--- config.mk ---
export PLATFORM = sky130hd
export DESIGN_NAME = xml_entity_whitespace_decoder_core
export DESIGN_NICKNAME = d
export VERILOG_FILES = /design/src/rtl/xewd_pkg.sv /design/src/rtl/xml_entity_whitespace_decoder_core.sv /design/src/rtl/xewd_queue.sv /design/src/rtl/xewd_front.sv /design/src/rtl/xewd_back.sv
export VERILOG_INCLUDE_DIRS = /design/src /design/src/rtl
export SDC_FILE = /design/constraint.sdc
export NUM_CORES = 1
export LEC_CHECK = 0
export ABC_AREA = 1
export BUFFER_PORTS_ARGS = -buffer_cell sky130_fd_sc_hd__buf_2
export CAP_MARGIN = 20
export CORE_MARGIN = 2
export CORE_UTILIZATION = 51
export DETAILED_ROUTE_END_ITERATION = 10
export PLACE_DENSITY_LB_ADDON = 0.1
export SLEW_MARGIN = 40
export SYNTH_ARGS = -nofsm -noshare
export SYNTH_HDL_FRONTEND = slang
export SYNTH_SLANG_ARGS = --single-unit
--- constraint.sdc ---
create_clock -name clk -period 8.4 [get_ports clk]
set_input_delay 0.84 -clock clk [delete_from_list [all_inputs] [get_ports clk]]
set_output_delay 0.84 -clock clk [all_outputs]
set_load 0.1 [all_outputs]
--- src/rtl/assert_macros.svh ---
// ----------------------------------------------------------------------------
// assert_macros.svh
// Concurrent assertion helpers; they become empty under synthesis.
// ----------------------------------------------------------------------------
`ifndef ASSERT_MACROS_SVH
`define ASSERT_MACROS_SVH

`ifndef SYNTHESIS

// checked at every clock edge outside reset
`define ASSERT_CLKD(lbl, prop, msg) \
  lbl: assert property (@(posedge clk) disable iff (!rst_n) prop) else $error(msg);

// checked at every clock edge, reset included
`define ASSERT_ALWAYS(lbl, prop, msg) \
  lbl: assert property (@(posedge clk) prop) else $error(msg);

`else

`define ASSERT_CLKD(lbl, prop, msg)
`define ASSERT_ALWAYS(lbl, prop, msg)

`endif

`endif

--- src/rtl/xewd_pkg.sv ---
// ----------------------------------------------------------------------------
// xewd_pkg
// Item types, decode command record and entity name tables.
// ----------------------------------------------------------------------------
`default_nettype none

package xewd_pkg;

  localparam int unsigned NUM_ENT  = 6;
  localparam int unsigned NAME_LEN = 5;
  localparam int unsigned NUM_HELD = 4;

  typedef struct packed {
    logic [7:0] in_byte;
    logic       is_last;
  } in_item_t;

  typedef struct packed {
    logic [7:0] out_byte;
    logic       out_valid;
    logic       out_last;
  } out_item_t;

  // one decoded item: optional '&' plus held letters, then an optional tail byte
  typedef struct packed {
    logic                     flush;
    logic [2:0]               flush_n;
    logic [NUM_HELD-1:0][7:0] letters;
    logic                     tail_en;
    logic [7:0]               tail;
    logic                     last;
  } cmd_t;

  localparam logic [7:0] ENT_NAME [NUM_ENT][NAME_LEN] = '{
    '{"a", "m", "p", ";", 8'h00},
    '{"l", "t", ";", 8'h00, 8'h00},
    '{"g", "t", ";", 8'h00, 8'h00},
    '{"q", "u", "o", "t", ";"},
    '{"a", "p", "o", "s", ";"},
    '{"n", "b", "s", "p", ";"}
  };

  localparam logic [7:0] ENT_CHAR [NUM_ENT] = '{"&", "<", ">", "\"", "'", " "};

  localparam logic [7:0] CH_AMP  = "&";
  localparam logic [7:0] CH_HASH = "#";
  localparam logic [7:0] CH_SEMI = ";";
  localparam logic [7:0] CH_SP   = " ";
  localparam logic [7:0] CH_NUL  = 8'h00;

endpackage

`default_nettype wire

--- src/rtl/xml_entity_whitespace_decoder_core.sv ---
// ----------------------------------------------------------------------------
// xml_entity_whitespace_decoder_core
// XML text span decoder: entity expansion and whitespace folding.
// ----------------------------------------------------------------------------
// Takes one raw byte per cycle while full is low and returns decoded bytes
// through a queue-style result port; the first result of a byte is written
// to the command queue and then to the output register before it reaches
// the result ports. The decode front classifies each byte as it is taken,
// and the result stage delivers one item per cycle while results are
// popped, so a byte yielding one result sustains one byte per cycle. A
// failed entity match replays '&' and up to four held letters plus the
// current byte: up to six results, absorbed by a QUEUE_DEPTH-entry command
// queue before full rises. The final byte of a span always yields at least
// one item; if it carries no byte, out_valid is low on it.
// ----------------------------------------------------------------------------
`default_nettype none

`include "assert_macros.svh"

module xml_entity_whitespace_decoder_core #(
  parameter int unsigned QUEUE_DEPTH = 4
) (
  input  wire                 clk,
  input  wire                 rst_n,
  input  wire                 push,
  output logic                full,
  input  xewd_pkg::in_item_t  in_data,
  output logic                empty,
  input  wire                 pop,
  output xewd_pkg::out_item_t out_data
);
  import xewd_pkg::*;

  logic take;
  logic q_push, q_pop, q_full, q_empty;
  cmd_t q_in, q_head;

  assign full = q_full;
  assign take = push && !q_full;

  xewd_front u_front (
    .clk      (clk),
    .rst_n    (rst_n),
    .take     (take),
    .in_data  (in_data),
    .cmd_push (q_push),
    .cmd_data (q_in)
  );

  xewd_queue #(
    .DEPTH (QUEUE_DEPTH)
  ) u_queue (
    .clk       (clk),
    .rst_n     (rst_n),
    .push      (q_push),
    .push_data (q_in),
    .full      (q_full),
    .pop       (q_pop),
    .head      (q_head),
    .empty     (q_empty)
  );

  xewd_back u_back (
    .clk        (clk),
    .rst_n      (rst_n),
    .head       (q_head),
    .head_empty (q_empty),
    .head_pop   (q_pop),
    .pop        (pop),
    .empty      (empty),
    .out_data   (out_data)
  );

  `ASSERT_CLKD(a_no_q_overflow, q_push |-> !q_full, "command queue overflow")
  `ASSERT_CLKD(a_no_q_underflow, q_pop |-> !q_empty, "command queue underflow")
  `ASSERT_CLKD(a_pop_loads_out, q_pop |=> !empty, "retired command left no item")

endmodule

`default_nettype wire

--- src/rtl/xewd_queue.sv ---
// ----------------------------------------------------------------------------
// xewd_queue
// Short command queue between the decode front and the output back.
// ----------------------------------------------------------------------------
`default_nettype none

module xewd_queue #(
  parameter int unsigned DEPTH = 4
) (
  input  wire              clk,
  input  wire              rst_n,
  input  wire              push,
  input  xewd_pkg::cmd_t   push_data,
  output logic             full,
  input  wire              pop,
  output xewd_pkg::cmd_t   head,
  output logic             empty
);
  import xewd_pkg::*;

  localparam int unsigned PW = $clog2(DEPTH);
  localparam int unsigned CW = $clog2(DEPTH + 1);

  cmd_t          mem_r [DEPTH];
  logic [PW-1:0] wr_ptr_r, wr_ptr_nxt;
  logic [PW-1:0] rd_ptr_r, rd_ptr_nxt;
  logic [CW-1:0] count_r,  count_nxt;
  logic          do_push, do_pop;

  assign full    = (count_r == CW'(DEPTH));
  assign empty   = (count_r == '0);
  assign do_push = push && !full;
  assign do_pop  = pop && !empty;
  assign head    = mem_r[rd_ptr_r];

  always_comb begin
    wr_ptr_nxt = wr_ptr_r;
    rd_ptr_nxt = rd_ptr_r;
    count_nxt  = count_r;
    if (do_push) begin
      wr_ptr_nxt = (wr_ptr_r == PW'(DEPTH - 1)) ? '0 : wr_ptr_r + 1'b1;
    end
    if (do_pop) begin
      rd_ptr_nxt = (rd_ptr_r == PW'(DEPTH - 1)) ? '0 : rd_ptr_r + 1'b1;
    end
    if (do_push && !do_pop) begin
      count_nxt = count_r + 1'b1;
    end else if (do_pop && !do_push) begin
      count_nxt = count_r - 1'b1;
    end
  end

  always_ff @(posedge clk) begin
    if (!rst_n) begin
      wr_ptr_r <= '0;
      rd_ptr_r <= '0;
      count_r  <= '0;
    end else begin
      wr_ptr_r <= wr_ptr_nxt;
      rd_ptr_r <= rd_ptr_nxt;
      count_r  <= count_nxt;
    end
  end

  always_ff @(posedge clk) begin
    if (do_push) begin
      mem_r[wr_ptr_r] <= push_data;
    end
  end

endmodule

`default_nettype wire

--- src/rtl/xewd_front.sv ---
// ----------------------------------------------------------------------------
// xewd_front
// Decode state machine: classifies each accepted byte into a command.
// ----------------------------------------------------------------------------
`default_nettype none

module xewd_front (
  input  wire                 clk,
  input  wire                 rst_n,
  input  wire                 take,
  input  xewd_pkg::in_item_t  in_data,
  output logic                cmd_push,
  output xewd_pkg::cmd_t      cmd_data
);
  import xewd_pkg::*;

  typedef enum logic [5:0] {
    M_PLAIN = 6'b000001,
    M_AMP   = 6'b000010,
    M_HASH  = 6'b000100,
    M_DIGIT = 6'b001000,
    M_SKIP  = 6'b010000,
    M_STOP  = 6'b100000
  } mode_t;

  mode_t                mode_r, mode_nxt;
  logic [7:0]           held_r [NUM_HELD];
  logic [2:0]           held_cnt_r, held_cnt_nxt;
  logic [NUM_ENT-1:0]   cand_r, cand_nxt;
  logic [7:0]           code_r, code_nxt;
  logic                 emitted_r, emitted_nxt;
  logic                 space_r, space_nxt;

  logic [7:0]           c, lc;
  logic                 is_ws, is_dig, held_we, do_plain;
  logic [NUM_ENT-1:0]   match_vec;
  logic [7:0]           hit_char;
  logic [7:0]           held_v [NUM_HELD];

  assign c      = in_data.in_byte;
  assign lc     = (c >= "A" && c <= "Z") ? c + 8'd32 : c;
  assign is_ws  = (c >= 8'd9 && c <= 8'd13) || (c == CH_SP);
  assign is_dig = (c >= "0" && c <= "9");

  // candidate entities still consistent with the held prefix
  always_comb begin
    hit_char = CH_NUL;
    for (int k = 0; k < NUM_ENT; k++) begin
      match_vec[k] = cand_r[k] && (lc == ENT_NAME[k][held_cnt_r]);
    end
    for (int k = NUM_ENT - 1; k >= 0; k--) begin
      if (match_vec[k]) begin
        hit_char = ENT_CHAR[k];
      end
    end
  end

  always_comb begin
    mode_nxt     = mode_r;
    held_cnt_nxt = held_cnt_r;
    cand_nxt     = cand_r;
    code_nxt     = code_r;
    emitted_nxt  = emitted_r;
    space_nxt    = space_r;
    held_we      = 1'b0;
    do_plain     = 1'b0;
    cmd_data     = '0;
    cmd_data.last = in_data.is_last;

    unique case (mode_r)
      M_PLAIN: do_plain = 1'b1;
      M_AMP: begin
        if (held_cnt_r == '0 && c == CH_NUL) begin
          mode_nxt = M_STOP;
        end else if (held_cnt_r == '0 && c == CH_HASH) begin
          mode_nxt = M_HASH;
        end else if (|match_vec) begin
          if (c == CH_SEMI) begin
            cmd_data.tail_en = 1'b1;
            cmd_data.tail    = hit_char;
            emitted_nxt      = 1'b1;
            held_cnt_nxt     = '0;
            mode_nxt         = M_PLAIN;
          end else if (held_cnt_r < 3'(NUM_HELD)) begin
            held_we      = 1'b1;
            held_cnt_nxt = held_cnt_r + 1'b1;
            cand_nxt     = match_vec;
          end
        end else begin
          // no entity fits: replay '&' and the letters, then treat the byte as text
          cmd_data.flush   = 1'b1;
          cmd_data.flush_n = held_cnt_r;
          emitted_nxt      = 1'b1;
          held_cnt_nxt     = '0;
          mode_nxt         = M_PLAIN;
          do_plain         = 1'b1;
        end
      end
      M_HASH: begin
        if (is_dig) begin
          code_nxt = c - "0";
          mode_nxt = M_DIGIT;
        end else begin
          mode_nxt = M_STOP;
        end
      end
      M_DIGIT: begin
        if (is_dig) begin
          code_nxt = {code_r[4:0], 3'b000} + {code_r[6:0], 1'b0} + (c - "0");
        end else begin
          cmd_data.tail_en = 1'b1;
          cmd_data.tail    = code_r;
          emitted_nxt      = 1'b1;
          if (c == CH_SEMI) begin
            mode_nxt = M_PLAIN;
          end else if (c == CH_NUL) begin
            mode_nxt = M_STOP;
          end else begin
            mode_nxt = M_SKIP;
          end
        end
      end
      M_SKIP: begin
        if (c == CH_SEMI) begin
          mode_nxt = M_PLAIN;
        end else if (c == CH_NUL) begin
          mode_nxt = M_STOP;
        end
      end
      M_STOP: mode_nxt = M_STOP;
      default: mode_nxt = M_STOP;
    endcase

    if (do_plain) begin
      priority if (c == CH_NUL) begin
        mode_nxt = M_STOP;
      end else if (is_ws) begin
        if (!space_r) begin
          if (emitted_nxt) begin
            cmd_data.tail_en = 1'b1;
            cmd_data.tail    = CH_SP;
          end
          space_nxt = 1'b1;
        end
      end else if (c == CH_AMP) begin
        space_nxt    = 1'b0;
        held_cnt_nxt = '0;
        cand_nxt     = '1;
        mode_nxt     = M_AMP;
      end else begin
        space_nxt        = 1'b0;
        cmd_data.tail_en = 1'b1;
        cmd_data.tail    = c;
        emitted_nxt      = 1'b1;
      end
    end

    for (int i = 0; i < NUM_HELD; i++) begin
      held_v[i] = (held_we && held_cnt_r[1:0] == 2'(i)) ? c : held_r[i];
      cmd_data.letters[i] = held_v[i];
    end

    if (in_data.is_last) begin
      // span closes inside a name or a number
      if (mode_nxt == M_AMP && held_cnt_nxt != '0) begin
        cmd_data.flush   = 1'b1;
        cmd_data.flush_n = held_cnt_nxt;
      end else if (mode_nxt == M_DIGIT) begin
        cmd_data.tail_en = 1'b1;
        cmd_data.tail    = code_nxt;
      end
      mode_nxt     = M_PLAIN;
      held_cnt_nxt = '0;
      code_nxt     = '0;
      emitted_nxt  = 1'b0;
      space_nxt    = 1'b0;
    end

    cmd_push = take && (cmd_data.flush || cmd_data.tail_en || cmd_data.last);
  end

  always_ff @(posedge clk) begin
    if (!rst_n) begin
      mode_r     <= M_PLAIN;
      held_cnt_r <= '0;
      cand_r     <= '1;
      code_r     <= '0;
      emitted_r  <= 1'b0;
      space_r    <= 1'b0;
    end else if (take) begin
      mode_r     <= mode_nxt;
      held_cnt_r <= held_cnt_nxt;
      cand_r     <= cand_nxt;
      code_r     <= code_nxt;
      emitted_r  <= emitted_nxt;
      space_r    <= space_nxt;
    end
  end

  always_ff @(posedge clk) begin
    if (take && held_we) begin
      held_r[held_cnt_r[1:0]] <= c;
    end
  end

endmodule

`default_nettype wire

--- src/rtl/xewd_back.sv ---
// ----------------------------------------------------------------------------
// xewd_back
// Expands queued commands into result items in an output register, one
// per cycle while that register is empty or being popped.
// ----------------------------------------------------------------------------
`default_nettype none

module xewd_back (
  input  wire                 clk,
  input  wire                 rst_n,
  input  xewd_pkg::cmd_t      head,
  input  wire                 head_empty,
  output logic                head_pop,
  input  wire                 pop,
  output logic                empty,
  output xewd_pkg::out_item_t out_data
);
  import xewd_pkg::*;

  logic [2:0] idx_r, idx_nxt;
  logic [2:0] total, eff, letter_idx;
  logic       final_el, step;
  out_item_t  el;
  out_item_t  out_r;
  logic       out_full_r;

  assign total    = (head.flush ? head.flush_n + 3'd1 : 3'd0) + {2'b00, head.tail_en};
  assign eff      = (total == '0) ? 3'd1 : total;
  assign final_el = (idx_r == eff - 3'd1);
  assign step     = !head_empty && (!out_full_r || pop);
  assign head_pop = step && final_el;
  assign idx_nxt  = step ? (final_el ? 3'd0 : idx_r + 3'd1) : idx_r;
  assign letter_idx = idx_r - 3'd1;

  always_comb begin
    el = '0;
    priority if (head.flush && idx_r == '0) begin
      el.out_byte  = CH_AMP;
      el.out_valid = 1'b1;
    end else if (head.flush && idx_r <= head.flush_n) begin
      el.out_byte  = head.letters[letter_idx[1:0]];
      el.out_valid = 1'b1;
    end else if (head.tail_en) begin
      el.out_byte  = head.tail;
      el.out_valid = 1'b1;
    end else begin
      // empty closing item
      el.out_byte  = CH_NUL;
      el.out_valid = 1'b0;
    end
    el.out_last = head.last && final_el;
  end

  always_ff @(posedge clk) begin
    if (!rst_n) begin
      idx_r      <= '0;
      out_full_r <= 1'b0;
    end else begin
      idx_r <= idx_nxt;
      if (step) begin
        out_full_r <= 1'b1;
      end else if (pop) begin
        out_full_r <= 1'b0;
      end
    end
  end

  always_ff @(posedge clk) begin
    if (step) begin
      out_r <= el;
    end
  end

  assign empty    = !out_full_r;
  assign out_data = out_r;

endmodule

`default_nettype wire
==> results.json <==
{
  "numCtsBuffers": 27,
  "ant_nets": 0,
  "fp-row-count": 58,
  "start_kind": "register",
  "tns_ps": 0,
  "worstSkewPairLatency_ps": 530,
  "tritoncts": "done",
  "finalWirelength_mm": 31.7,
  "dieWidth_um": 164,
  "grt_max_degree": 94,
  "hold_buffers": 0,
  "synth_cell_type_count": 54,
  "fin_nets": 1368,
  "dieArea_sq_mm": 0.0268,
  "slew_headroom_pct": 50.1,
  "clock_sinks": 264,
  "leakagePower_uw": 0.00554,
  "cpMostUsedCell": "ha_1",
  "drt_iter0_markers": 977,
  "cts.clk_slew.worst_paths_ps": 60,
  "first_pass_iters": 5,
  "viasPerCell": 5.65,
  "critPathMaxFanout": 93,
  "crit_path_max_incr_delay_ps": 630,
  "antenna_found_initial": 0,
  "final_cell_mix": "edfxtp_1 (226), nand2_1 (201), nor2_1 (156)",
  "setup_viol": 0,
  "tightest_slew_ps": 746,
  "synth_flop_cell": "edfxtp_1",
  "status": "finished clean",
  "finalHoldViolCount": 0,
  "io_buffers": 24,
  "period_needed_ps": 5380,
  "crit_arrival_ps": 5790,
  "critPathBufInv": 6,
  "routedWlPerCell_um": 19.0,
  "cap_violations": 0,
  "slew_violations": 0,
  "timing.fmax_mhz": 186,
  "ys_seq_area_share_pct": 58.0,
  "grt_first_pass_wirelength_mm": 49.7,
  "syn_nets": 1353,
  "fill_cells": 2225,
  "drc": 0,
  "avgSynthCellArea_sq_um": 10.0,
  "syn_inst": 1298,
  "cp_top_family": "buffers and inverters",
  "fin_crit_sh_pct": 64.1,
  "finClkSkew_ps": 14.2,
  "syn_area_sq_mm": 0.0130,
  "holdWs_ps": 465,
  "hpwl_mm": 20.7,
  "critPathSlowestCell": "inv_2",
  "post_cts_buffers": 0,
  "die_y_um": 164,
  "core-area_sq_mm": 0.0251,
  "overflow": 0,
  "diodes": 0,
  "synth_edf_count": 226,
  "first_global_vias": 8919,
  "ir_drop_uv": 318,
  "ios": 25,
  "worstPathRequired_ps": 8810,
  "hold_class": "register to register",
  "root_buffer": "clkbuf_16",
  "synth-seq-cells": 264,
  "criticalPathCategory": "register to register",
  "final_common_cell": "edfxtp_1",
  "power.density_mw_per_mm2": 263,
  "rsz0062_at_grt": "no",
  "gp_congestion": 0.935,
  "grt_usage_pct": 24.1,
  "area_growth_pct": 9.86,
  "end_kind": "register",
  "htreeDepth": 1,
  "initial_core_util_pct": 51.8,
  "synthArstFlopShare_pct": 0,
  "dr_total_vias": 9395,
  "cts.repair.resized": 0,
  "p_total_uw": 3760,
  "layout-drive-gt1-share_pct": 10.1,
  "yosys_warnings": 0,
  "cts_max_path_buffers": 3
}
==> layout make-up <==
type | count | area [sq um] | area share [%]
Clock buffer | 35 | 716 | 5.01
Clock inverter | 15 | 100 | 0.701
Inverter | 141 | 529 | 3.70
Multi-Input combinational cell | 843 | 4760 | 33.4
Sequential cell | 264 | 7550 | 52.8
Tap cell | 330 | 413 | 2.89
Timing Repair Buffer | 36 | 214 | 1.50
==> worst reg2reg max path, cell delays in order (launching register included) <==
cell and delay, ps:
dfxtp_2 310, buf_6 270, inv_2 660, buf_4 570, o21ai_0 160, o22ai_1 270, ha_1 290, inv_1 50
nor2_1 40, ha_1 210, xnor2_1 150, o21ai_1 200, inv_1 70, ha_1 200, xor2_1 180, xor2_1 160
nor2_1 50, and2_1 170, nand2_1 170, ha_1 180, inv_1 70, fa_1 380, a21oi_1 150, o21ai_0 110
o21ai_0 160, a21oi_1 60
==> Yosys cell counts (11+ instances only) <==
cell type	count	share of area, %
nand2_1	201	5.8
dfxtp_1	38	5.9
o221ai_1	17	1.1
nor2_1	160	4.6
nand3_1	45	1.7
ha_1	36	3.5
inv_2	14	0.40
edfxtp_1	226	52
xor2_1	22	1.5
a21oi_1	63	2.4
nand4_1	11	0.53
o21ai_0	130	5.0
inv_1	125	3.6
o22ai_1	28	1.3
nand2_2	15	0.72
mux2i_1	25	1.9
clkbuf_1	37	1.1
==> metal layers <==
metal	vias up	track usage, %	part of all wire (%)
met5	-	0	0
met3	51	3.28	5.9
met2	287	38.4	45
met4	0	5.66	1.7
met1	4511	35.1	47
li1	4546	-	-
==> kinds of logic (layout without fill, tap and decap cells) <==
logic type / Yosys count / in the layout / synth area share, %
xor gates and xnor gates: 25 / 25 / 1.68
DFF: 264 / 264 / 58.0
AOI/OAI and AO/OA: 281 / 281 / 12.3
and+or+nand+nor: 470 / 470 / 15.9
muxes: 25 / 25 / 1.92
adders and majority gates: 42 / 42 / 4.39
buffers and inverters: 191 / 227 / 5.73
==> flip-flops by register name, summed over array words and instances, names as in the netlist, named ones only <==
register / cells
u_back.idx_r: 3
u_front.mode_r: 6
u_queue.rd_ptr_r: 2
u_queue.mem_r: 184
u_queue.count_r: 3
u_front.held_cnt_r: 3
u_front.code_r: 8
u_front.held_r: 32
u_front.space_r: 1
u_back.out_data: 10
u_front.emitted_r: 1
u_front.cand_r: 6
u_back.out_full_r: 1
u_queue.wr_ptr_r: 2
==> metrics by stage <==
stage / setup WS (ps) / instances / util, % / instance area [sq um]
floorplan: 3150 / 1298 / - / 13000
global placement: 3020 / 1614 / 53.6 / 13400
detailed placement: 2910 / 1614 / 53.6 / 13500
CTS: 2900 / 1664 / 56.9 / 14300
global route: 2470 / 1664 / 56.9 / 14300
finish: 3020 / 1664 / 56.9 / 14300
==> power by group <==
part / switching (uW) / internal (uW) / total [uW]
Combinational: 779 / 260 / 1040
Clock: 480 / 630 / 1110
Sequential: 36.4 / 1580 / 1610
Total: 1300 / 2470 / 3760
==> worst paths after layout <==
| path | start | endpoint | slack, ps | depth (start not counted) |
|---|---|---|---|---|
| max reg2reg | register | u_queue.count_r[2]$_SDFFE_PN0P_ | 3020 | 25 |
| max | register | u_queue.count_r[2]$_SDFFE_PN0P_ | 3020 | 25 |
| min reg2reg | u_front.code_r[5]$_SDFFE_PN0P_ | u_front.code_r[5]$_SDFFE_PN0P_ | 460 | 2 |
| min | u_front.code_r[5]$_SDFFE_PN0P_ | u_front.code_r[5]$_SDFFE_PN0P_ | 460 | 2 |
Power figures use the tool's default switching activity.
